--- config.mk ---
export PLATFORM = sky130hd
export DESIGN_NAME = rc4_stream_cipher_core
export DESIGN_NICKNAME = d
export VERILOG_FILES = /design/src/rtl/core/rc4sc_pkg.sv /design/src/rtl/core/rc4sc_ram.sv /design/src/rtl/core/rc4sc_useq.sv /design/src/rtl/core/rc4sc_dpath.sv /design/src/rtl/core/rc4_stream_cipher_core.sv
export SDC_FILE = /design/constraint.sdc
export NUM_CORES = 2
export LEC_CHECK = 0
export BUFFER_PORTS_ARGS = -buffer_cell sky130_fd_sc_hd__buf_2
export CELL_PAD_IN_SITES_DETAIL_PLACEMENT = 1
export CELL_PAD_IN_SITES_GLOBAL_PLACEMENT = 2
export CORE_MARGIN = 3
export CORE_UTILIZATION = 47
export CTS_CLUSTER_DIAMETER = 120
export CTS_CLUSTER_SIZE = 20
export DETAILED_ROUTE_END_ITERATION = 8
export HOLD_SLACK_MARGIN = 0.08
export MAX_ROUTING_LAYER = met4
export PLACE_DENSITY = 0.89
export SETUP_SLACK_MARGIN = 0.5
export SLEW_MARGIN = 20
export SYNTH_ARGS = -nofsm -noshare
export SYNTH_HDL_FRONTEND = slang
export SYNTH_SLANG_ARGS = --single-unit
--- constraint.sdc ---
create_clock -name clk -period 11.89 [get_ports clk]
set_input_delay 3.567 -clock clk [delete_from_list [all_inputs] [get_ports clk]]
set_output_delay 3.567 -clock clk [all_outputs]
set_load 0.02 [all_outputs]
--- src/rtl/core/rc4sc_pkg.sv ---
// ----------------------------------------------------------------------------
// rc4sc_pkg
// shared types, constants and the microcode store of the stream cipher core
// ----------------------------------------------------------------------------
package rc4sc_pkg;

    localparam int KEY_MAX_BYTES_DEF = 16;
    localparam int PERM_DEPTH        = 256;
    localparam int BYTE_W            = 8;

    typedef logic [BYTE_W-1:0] byte_t;
    typedef logic [3:0]        upc_t;

    // microcode addresses
    localparam upc_t U_IDLE = 4'd0;
    localparam upc_t U_K0   = 4'd1;
    localparam upc_t U_K1   = 4'd2;
    localparam upc_t U_K2   = 4'd3;
    localparam upc_t U_K3   = 4'd4;
    localparam upc_t U_S0   = 4'd5;
    localparam upc_t U_L0   = 4'd6;
    localparam upc_t U_L1   = 4'd7;
    localparam upc_t U_L2   = 4'd8;
    localparam upc_t U_L3   = 4'd9;
    localparam upc_t U_S1   = 4'd10;

    typedef enum logic [2:0] {
        RD_NONE,
        RD_I_INC,
        RD_J_SUM,
        RD_T,
        RD_I
    } rd_sel_t;

    typedef enum logic [1:0] {
        WR_NONE,
        WR_I_Q,
        WR_J_SA
    } wr_sel_t;

    typedef enum logic [2:0] {
        JC_NEXT,
        JC_GOTO,
        JC_DISPATCH,
        JC_OUT,
        JC_LOOP
    } jump_t;

    typedef struct packed {
        rd_sel_t rd_sel;
        logic    key_rd;
        wr_sel_t wr_sel;
        logic    ld_i_inc;
        logic    ld_sa;
        logic    use_key;
        logic    ld_j;
        logic    ld_t;
        logic    clr;
        logic    pos_adv;
        logic    fin;
        logic    out_ld;
        logic    take;
        logic    key_wr;
        jump_t   jump;
        upc_t    target;
    } ctrl_t;

    typedef struct packed {
        logic i_last;
        logic out_busy;
    } stat_t;

    function automatic ctrl_t ucode_rom(upc_t upc);
        ctrl_t w;
        w        = ctrl_t'('0);
        w.rd_sel = RD_NONE;
        w.wr_sel = WR_NONE;
        w.jump   = JC_NEXT;
        w.target = U_IDLE;
        case (upc)
            U_IDLE:
            begin
                w.jump = JC_DISPATCH;
            end
            U_K0:
            begin
                w.rd_sel   = RD_I_INC;
                w.ld_i_inc = 1'b1;
            end
            U_K1:
            begin
                w.rd_sel = RD_J_SUM;
                w.ld_sa  = 1'b1;
                w.ld_j   = 1'b1;
            end
            U_K2:
            begin
                w.rd_sel = RD_T;
                w.wr_sel = WR_I_Q;
                w.ld_t   = 1'b1;
            end
            U_K3:
            begin
                w.wr_sel = WR_J_SA;
                w.out_ld = 1'b1;
                w.jump   = JC_OUT;
                w.target = U_IDLE;
            end
            U_S0:
            begin
                w.clr = 1'b1;
            end
            U_L0:
            begin
                w.rd_sel = RD_I;
                w.key_rd = 1'b1;
            end
            U_L1:
            begin
                w.rd_sel  = RD_J_SUM;
                w.ld_sa   = 1'b1;
                w.ld_j    = 1'b1;
                w.use_key = 1'b1;
            end
            U_L2:
            begin
                w.wr_sel = WR_I_Q;
            end
            U_L3:
            begin
                w.wr_sel   = WR_J_SA;
                w.ld_i_inc = 1'b1;
                w.pos_adv  = 1'b1;
                w.jump     = JC_LOOP;
                w.target   = U_L0;
            end
            U_S1:
            begin
                w.fin    = 1'b1;
                w.jump   = JC_GOTO;
                w.target = U_IDLE;
            end
            default:
            begin
                w.jump   = JC_GOTO;
                w.target = U_IDLE;
            end
        endcase
        return w;
    endfunction

endpackage

--- src/rtl/core/rc4sc_ram.sv ---
// ----------------------------------------------------------------------------
// rc4sc_ram
// generic single write, single read memory with registered read data
// ----------------------------------------------------------------------------
module rc4sc_ram #(
    parameter int WIDTH = 8,
    parameter int DEPTH = 256
) (
    input  logic                                     clk,
    input  logic                                     wr_en,
    input  logic [((DEPTH > 1) ? $clog2(DEPTH) : 1)-1:0] wr_addr,
    input  logic [WIDTH-1:0]                         wr_data,
    input  logic                                     rd_en,
    input  logic [((DEPTH > 1) ? $clog2(DEPTH) : 1)-1:0] rd_addr,
    output logic [WIDTH-1:0]                         rd_data
);

    logic [WIDTH-1:0] mem [DEPTH];

    always_ff @(posedge clk)
    begin
        if (wr_en)
        begin
            mem[wr_addr] <= wr_data;
        end
        if (rd_en)
        begin
            rd_data <= mem[rd_addr];
        end
    end

endmodule

--- src/rtl/core/rc4sc_useq.sv ---
// ----------------------------------------------------------------------------
// rc4sc_useq
// microcode sequencer: step counter, control store and jump logic
// ----------------------------------------------------------------------------
module rc4sc_useq
    import rc4sc_pkg::*;
(
    input  logic  clk,
    input  logic  rst_n,
    input  logic  item_valid,
    input  logic  mode,
    input  logic  key_last,
    input  stat_t stat,
    output logic  item_stall,
    output ctrl_t ctl
);

    upc_t  upc_reg;
    upc_t  upc_next;
    ctrl_t word;
    logic  idle;
    logic  take;

    assign idle       = (upc_reg == U_IDLE);
    assign take       = idle && item_valid;
    assign item_stall = !idle;
    assign word       = ucode_rom(upc_reg);

    always_comb
    begin
        ctl        = word;
        ctl.take   = take;
        ctl.key_wr = take && !mode;
    end

    always_comb
    begin
        case (word.jump)
            JC_NEXT:     upc_next = upc_reg + 4'd1;
            JC_GOTO:     upc_next = word.target;
            JC_DISPATCH:
            begin
                if (!item_valid)
                    upc_next = U_IDLE;
                else if (mode)
                    upc_next = U_K0;
                else if (key_last)
                    upc_next = U_S0;
                else
                    upc_next = U_IDLE;
            end
            JC_OUT:      upc_next = stat.out_busy ? upc_reg : word.target;
            JC_LOOP:     upc_next = stat.i_last ? (upc_reg + 4'd1) : word.target;
            default:     upc_next = U_IDLE;
        endcase
    end

    always_ff @(posedge clk or negedge rst_n)
    begin
        if (!rst_n)
            upc_reg <= U_IDLE;
        else
            upc_reg <= upc_next;
    end

    a_data_starts: assert property (@(posedge clk) disable iff (!rst_n)
        take && mode |=> upc_reg == U_K0)
        else $error("data beat did not start the keystream step");

    a_key_sched: assert property (@(posedge clk) disable iff (!rst_n)
        take && !mode && key_last |=> upc_reg == U_S0)
        else $error("final key beat did not start the key schedule");

    a_out_hold: assert property (@(posedge clk) disable iff (!rst_n)
        upc_reg == U_K3 && stat.out_busy |=> upc_reg == U_K3)
        else $error("result overwritten while output held");

    a_loop_end: assert property (@(posedge clk) disable iff (!rst_n)
        upc_reg == U_L3 && stat.i_last |=> upc_reg == U_S1)
        else $error("key schedule loop did not end after last entry");

endmodule

--- src/rtl/core/rc4sc_dpath.sv ---
// ----------------------------------------------------------------------------
// rc4sc_dpath
// datapath: permutation and key memories, indices, swap and result register
// ----------------------------------------------------------------------------
module rc4sc_dpath
    import rc4sc_pkg::*;
#(
    parameter int KEY_MAX_BYTES = KEY_MAX_BYTES_DEF
) (
    input  logic  clk,
    input  logic  rst_n,
    input  ctrl_t ctl,
    input  byte_t byte_value,
    input  logic  result_stall,
    output stat_t stat,
    output logic  result_valid,
    output byte_t out_byte
);

    localparam int KIDX_W = (KEY_MAX_BYTES > 1) ? $clog2(KEY_MAX_BYTES) : 1;
    localparam int CNT_W  = $clog2(KEY_MAX_BYTES + 1);

    byte_t i_reg, i_next;
    byte_t j_reg, j_next;
    byte_t sa_reg;
    byte_t sj_reg;
    byte_t t_reg;
    byte_t data_reg;
    byte_t out_reg;
    logic  out_valid_reg, out_valid_next;

    logic [CNT_W-1:0]      count_reg, count_next;
    logic [KIDX_W-1:0]     pos_reg, pos_next;
    logic [CNT_W-1:0]      pos_inc;
    logic [PERM_DEPTH-1:0] valid_reg, valid_next;
    logic                  rd_valid_reg;
    byte_t                 rd_addr_reg;

    byte_t ram_q;
    byte_t perm_q;
    byte_t key_q;
    byte_t kb;
    byte_t j_sum;
    byte_t t_sum;
    byte_t rd_addr;
    logic  rd_en;
    logic  wr_en;
    byte_t wr_addr;
    byte_t wr_data;
    byte_t ks;
    logic  out_busy;
    logic  out_load;
    logic  key_store_en;

    // unwritten entries read as their own index
    assign perm_q = rd_valid_reg ? ram_q : rd_addr_reg;
    assign kb     = (ctl.use_key && (count_reg != '0)) ? key_q : '0;
    assign j_sum  = byte_t'(j_reg + perm_q + kb);
    assign t_sum  = byte_t'(sa_reg + perm_q);

    always_comb
    begin
        case (ctl.rd_sel)
            RD_I_INC: rd_addr = byte_t'(i_reg + 8'd1);
            RD_J_SUM: rd_addr = j_sum;
            RD_T:     rd_addr = t_sum;
            RD_I:     rd_addr = i_reg;
            default:  rd_addr = i_reg;
        endcase
        rd_en = (ctl.rd_sel != RD_NONE);
    end

    always_comb
    begin
        case (ctl.wr_sel)
            WR_I_Q:
            begin
                wr_en   = 1'b1;
                wr_addr = i_reg;
                wr_data = perm_q;
            end
            WR_J_SA:
            begin
                wr_en   = 1'b1;
                wr_addr = j_reg;
                wr_data = sa_reg;
            end
            default:
            begin
                wr_en   = 1'b0;
                wr_addr = i_reg;
                wr_data = perm_q;
            end
        endcase
    end

    rc4sc_ram #(
        .WIDTH (BYTE_W),
        .DEPTH (PERM_DEPTH)
    ) u_perm (
        .clk     (clk),
        .wr_en   (wr_en),
        .wr_addr (wr_addr),
        .wr_data (wr_data),
        .rd_en   (rd_en),
        .rd_addr (rd_addr),
        .rd_data (ram_q)
    );

    assign key_store_en = ctl.key_wr && (count_reg < CNT_W'(KEY_MAX_BYTES));

    rc4sc_ram #(
        .WIDTH (BYTE_W),
        .DEPTH (KEY_MAX_BYTES)
    ) u_key (
        .clk     (clk),
        .wr_en   (key_store_en),
        .wr_addr (count_reg[KIDX_W-1:0]),
        .wr_data (byte_value),
        .rd_en   (ctl.key_rd),
        .rd_addr (pos_reg),
        .rd_data (key_q)
    );

    // swap forwarding: the final read may hit an entry written in this step
    always_comb
    begin
        if (t_reg == j_reg)
            ks = sa_reg;
        else if (t_reg == i_reg)
            ks = sj_reg;
        else
            ks = perm_q;
    end

    assign out_busy = out_valid_reg && result_stall;
    assign out_load = ctl.out_ld && !out_busy;
    assign pos_inc  = CNT_W'(pos_reg) + CNT_W'(1);

    always_comb
    begin
        i_next         = i_reg;
        j_next         = j_reg;
        count_next     = count_reg;
        pos_next       = pos_reg;
        valid_next     = valid_reg;
        out_valid_next = out_busy;
        if (ctl.ld_i_inc)
            i_next = byte_t'(i_reg + 8'd1);
        if (ctl.ld_j)
            j_next = j_sum;
        if (key_store_en)
            count_next = count_reg + CNT_W'(1);
        if (ctl.pos_adv)
            pos_next = (pos_inc >= count_reg) ? '0 : pos_inc[KIDX_W-1:0];
        if (wr_en)
            valid_next[wr_addr] = 1'b1;
        if (ctl.clr)
        begin
            i_next     = '0;
            j_next     = '0;
            pos_next   = '0;
            valid_next = '0;
        end
        if (ctl.fin)
        begin
            i_next     = '0;
            j_next     = '0;
            count_next = '0;
        end
        if (out_load)
            out_valid_next = 1'b1;
    end

    always_ff @(posedge clk or negedge rst_n)
    begin
        if (!rst_n)
        begin
            i_reg         <= '0;
            j_reg         <= '0;
            count_reg     <= '0;
            pos_reg       <= '0;
            valid_reg     <= '0;
            out_valid_reg <= 1'b0;
        end
        else
        begin
            i_reg         <= i_next;
            j_reg         <= j_next;
            count_reg     <= count_next;
            pos_reg       <= pos_next;
            valid_reg     <= valid_next;
            out_valid_reg <= out_valid_next;
        end
    end

    always_ff @(posedge clk)
    begin
        if (rd_en)
        begin
            rd_valid_reg <= valid_reg[rd_addr];
            rd_addr_reg  <= rd_addr;
        end
        if (ctl.ld_sa)
            sa_reg <= perm_q;
        if (ctl.ld_t)
        begin
            t_reg  <= t_sum;
            sj_reg <= perm_q;
        end
        if (ctl.take)
            data_reg <= byte_value;
        if (out_load)
            out_reg <= data_reg ^ ks;
    end

    assign stat.i_last   = (i_reg == byte_t'(PERM_DEPTH - 1));
    assign stat.out_busy = out_busy;
    assign result_valid  = out_valid_reg;
    assign out_byte      = out_reg;

    a_count_bound: assert property (@(posedge clk) disable iff (!rst_n)
        count_reg <= CNT_W'(KEY_MAX_BYTES))
        else $error("key count beyond key store size");

    a_fin_clears: assert property (@(posedge clk) disable iff (!rst_n)
        ctl.fin |=> i_reg == '0 && j_reg == '0 && count_reg == '0)
        else $error("indices or key count not cleared after schedule");

    a_pos_bound: assert property (@(posedge clk) disable iff (!rst_n)
        ctl.pos_adv && count_reg != '0 |=> CNT_W'(pos_reg) < count_reg)
        else $error("key position beyond stored key bytes");

endmodule

--- src/rtl/core/rc4_stream_cipher_core.sv ---
// ----------------------------------------------------------------------------
// rc4_stream_cipher_core
// byte-wide rc4 cipher driven by a microcoded sequencer
// ----------------------------------------------------------------------------
// Key bytes (mode 0) are taken and stored, up to KEY_MAX_BYTES of them. The
// beat marked key_last then runs the key schedule: a clearing step, the
// steps L0 to L3 for each of the 256 permutation entries and a final step,
// during which no beat is taken. A data byte (mode 1) runs through the steps
// K0 to K3 before the next beat is taken and gives one result beat; the
// permutation memory has one read and one write port, so the three reads and
// the two writes of a swap are spread over four steps. The result register
// lets the next beat in while a result waits to be taken. Before any key is
// loaded the permutation is the identity.
// ----------------------------------------------------------------------------
module rc4_stream_cipher_core
    import rc4sc_pkg::*;
#(
    parameter int KEY_MAX_BYTES = KEY_MAX_BYTES_DEF
) (
    input  logic       clk,
    input  logic       rst_n,
    input  logic       item_valid,
    output logic       item_stall,
    input  logic       mode,
    input  logic [7:0] byte_value,
    input  logic       key_last,
    output logic       result_valid,
    input  logic       result_stall,
    output logic [7:0] out_byte
);

    ctrl_t ctl;
    stat_t stat;

    rc4sc_useq u_useq (
        .clk        (clk),
        .rst_n      (rst_n),
        .item_valid (item_valid),
        .mode       (mode),
        .key_last   (key_last),
        .stat       (stat),
        .item_stall (item_stall),
        .ctl        (ctl)
    );

    rc4sc_dpath #(
        .KEY_MAX_BYTES (KEY_MAX_BYTES)
    ) u_dpath (
        .clk          (clk),
        .rst_n        (rst_n),
        .ctl          (ctl),
        .byte_value   (byte_value),
        .result_stall (result_stall),
        .stat         (stat),
        .result_valid (result_valid),
        .out_byte     (out_byte)
    );

endmodule

==> flow_metrics.env <==
export IMPL_drtIter0Drc=11375
export IMPL_synth_ff_type="edfxtp_1"
export IMPL_worst_setup_path_type="flip-flop to flip-flop"
export IMPL_die_width_microns=476
export IMPL_async_flop_share_pct=11.3
export IMPL_detailedRoute_firstPassIterationCount=7
export IMPL_die_h_microns=476
export IMPL_syn_area_per_cell_sq_um=14.0
export IMPL_globalRouteTotalUtil_pct=31.2
export IMPL_worstMarginPinSlew_ns=1.29
export IMPL_crit_path_frequent_cell="a21oi_1"
export IMPL_synth_top_cell_by_area="edfxtp_1"
export IMPL_cp_arrival_ns=8.91
export IMPL_number_of_antenna_violations_at_the_first_check_in_global_routing=14
export IMPL_resized_after_cts=0
export IMPL_clk_path_buf_depth=3
export IMPL_maxCapViolations=0
export IMPL_post_synth_cell_types=92
export IMPL_globalRoute_totalOverflow=0
export IMPL_fp_dieArea_sq_um=226000
export IMPL_place_congestion=0.909
export IMPL_numCtsBuffers=144
export IMPL_grt_setup_unrepaired="no"
export IMPL_postCtsSetupRepairBufs=0
export IMPL_final_setup_viol_count=0
export IMPL_count_of_input_and_output_buffers=23
export IMPL_yosys_top_cells_count="2,241 x edfxtp_1, 1,402 x nand2_1, 374 x nor2_1"
export IMPL_ant_nets=0
export IMPL_via_count_of_the_first_global_routing_pass=68703
export IMPL_yosysWarningCount=0
export IMPL_design_final_nets=7221
export IMPL_tritoncts="done"
export IMPL_core_region_sq_um=218000
export IMPL_postSynthCellCount=7398
export IMPL_ff2ff_path_depth=22
export IMPL_yosys_area_top_type_share_pct=64.9
export IMPL_drt_wirelength_per_cell_microns=34.1
export IMPL_holdPathStages=1
export IMPL_initial_utilization_pct=47.5
export IMPL_root_buffer="clkbuf_16"
export IMPL_slew_violations=0
export IMPL_report_final_hold_viol_count=0
export IMPL_via_count=68438
export IMPL_grt_start_max_net_pins=158
export IMPL_drive_above_1_share_pct=7.58
export IMPL_max_reg_flops=2048
export IMPL_yosys_register_bits=2527
export IMPL_detail_route_wirelength_microns=346000
export IMPL_detail_route_drc_violations=0
export IMPL_layout_worst_path_cycle_share_pct=69.8
export IMPL_run_status="finished, final reports clean"
export IMPL_htree_levels=4
export IMPL_grt_first_pass_wirelength_microns=498000
export IMPL_synth_edf_count=2241
export IMPL_area_growth_syn_to_layout_pct=6.83
export IMPL_syn_num_nets=7450
export IMPL_post_synth_instance_area_sq_um=104000
export IMPL_dp_hpwl_microns=207000
export IMPL_yosysSeqAreaShare_pct=71.8
export IMPL_cts_hold_buf=0
export IMPL_critical_path_cell_chain="ha_1, nand2b_1, a311oi_2, nand2_1, fa_1, inv_1, ha_1, inv_1, fa_1, a21oi_1, nor2_1, o221ai_4, nand2_8, inv_16, nand2_1, buf_4, a21oi_1, nor3_1, a21oi_1, o311ai_0, nand3_1, and3_1"
export IMPL_crit_path_end_kind="flip-flop"
export IMPL_critical_path_required_ns=12.50
export IMPL_post_synth_top_count_cell="edfxtp_1"
export IMPL_clock_sinks=2527
export IMPL_yosys_top_cells_area="edfxtp_1 65%, dfrtp_1 6.9%, nand2_1 5.1%, mux4_2 2.5%, o21a_1 1.9%"
export IMPL_clock_fmax_mhz=121
export IMPL_insertion_delay_to_the_later_sink_of_the_worst_skew_pair_ns=0.86
export IMPL_maxSlewHeadroom_pct=13.1
export IMPL_setup_total_negative_slack_ns=0
export IMPL_hold_path_class="flip-flop to flip-flop"
export IMPL_fp_row_count=171
export IMPL_setup_worst_path_start_class="flip-flop"
export IMPL_min_period_ns=8.30
export IMPL_worst_path_max_fanout=127
export IMPL_timing_critical_path_slowest_cell_delay_ns=0.89
export IMPL_fin_worst_skew_ns=0.0452
export IMPL_path_clk_slew_ns=0.09
export IMPL_post_drt_via_cell_ratio=6.74
export IMPL_cp_slowest_cell="nand2_1"
export IMPL_pin_count=24
-- worst max-delay path, delay by kind of cell (launching register included) --
family | cells | cell delay, ns
AO/OA/AOI/OAI | 6 | 1.80
adder cells (fa/ha/maj) | 4 | 1.79
buffers and inverters | 4 | 0.72
flip-flops | 1 | 0.44
AND/OR/NAND/NOR | 8 | 2.92
-- final timing paths --
kind                                      start                         to  slack [ns]
setup / recovery              u_useq.upc_reg[0]  u_dpath.u_perm.rd_data[6]        3.59
hold / removal             u_dpath.valid_reg[4]       u_dpath.valid_reg[4]        0.49
max in group asynchronous                 rst_n      u_dpath.valid_reg[44]        6.97
setup reg to reg              u_useq.upc_reg[0]  u_dpath.u_perm.rd_data[6]        3.59
min in group asynchronous                 rst_n     u_dpath.valid_reg[100]        2.71
hold reg to reg            u_dpath.valid_reg[4]       u_dpath.valid_reg[4]        0.49
-- cells in the final DEF (no fill, tap or decap), drive strengths merged, types with 13 or more instances in the layout --
cell / synthesis / final
xnor2: 27 / 27
mux2: 18 / 18
a311oi: 153 / 153
ha: 29 / 29
nand3: 240 / 240
o31ai: 13 / 13
diode: 0 / 13
buf: 354 / 153
nand2: 1407 / 1407
mux4: 117 / 117
and3: 246 / 246
o22ai: 66 / 66
a21o: 18 / 18
a22oi: 41 / 41
xor2: 21 / 21
clkbuf: 174 / 256
o221ai: 32 / 32
a21oi: 271 / 271
nor3: 64 / 64
a211oi: 184 / 184
nor2: 377 / 377
nor4: 21 / 21
dfrtp: 286 / 286
a2111oi: 19 / 19
mux2i: 170 / 170
a32oi: 22 / 22
a31oi: 172 / 172
o21ai: 88 / 88
a221oi: 54 / 54
inv: 49 / 56
nand2b: 16 / 16
edfxtp: 2241 / 2241
o21a: 259 / 259
-- area by class of cell --
class	instances	area, sq um
Antenna cell	13	32.5
Clock buffer	256	4130
Clock inverter	13	158
Fill cell	21275	107000
Inverter	50	233
Multi-Input combinational cell	4293	26900
Sequential cell	2527	74500
Tap cell	2854	3570
Timing Repair Buffer	153	1350
-- metal layers --
metal,part of all wire [%],global-route usage (%),routed length [microns]
met5,0,-,0
met4,5.4,14.6,18600
met3,11,6.21,36600
met2,46,46.2,158000
met1,38,41.7,133000
-- stage by stage --
step | worst slack (ns) | std cells | utilization, % | hold WS (ns) | instance area [sq um]
global route | 3.38 | 10157 | 50.8 | 0.503 | 111000
CTS | 3.90 | 10145 | 50.7 | 0.498 | 111000
detailed placement | 3.95 | 9876 | 48.7 | 0.479 | 106000
global placement | 4.12 | 9876 | 48.7 | 0.468 | 106000
finish | 3.59 | 10159 | 50.8 | 0.494 | 111000
floorplan | 1.32 | 7398 | - | 0.456 | 104000
-- kinds of logic (layout without fill, tap and decap cells) --
group / count (synthesis) / in the layout / synth area share [%]
xor+xnor: 48 / 48 / 0.405
flops: 2527 / 2527 / 71.8
compound gates: 1492 / 1492 / 10.2
simple gates: 2410 / 2410 / 9.95
buf+inv: 578 / 472 / 2.72
other cells: 0 / 13 / 0
fa+ha+maj: 38 / 38 / 0.524
mux: 305 / 305 / 4.38
Power is left out: the tool's default activity adds up to more than one toggle a clock period on the data nets, which glitch-free logic cannot reach.
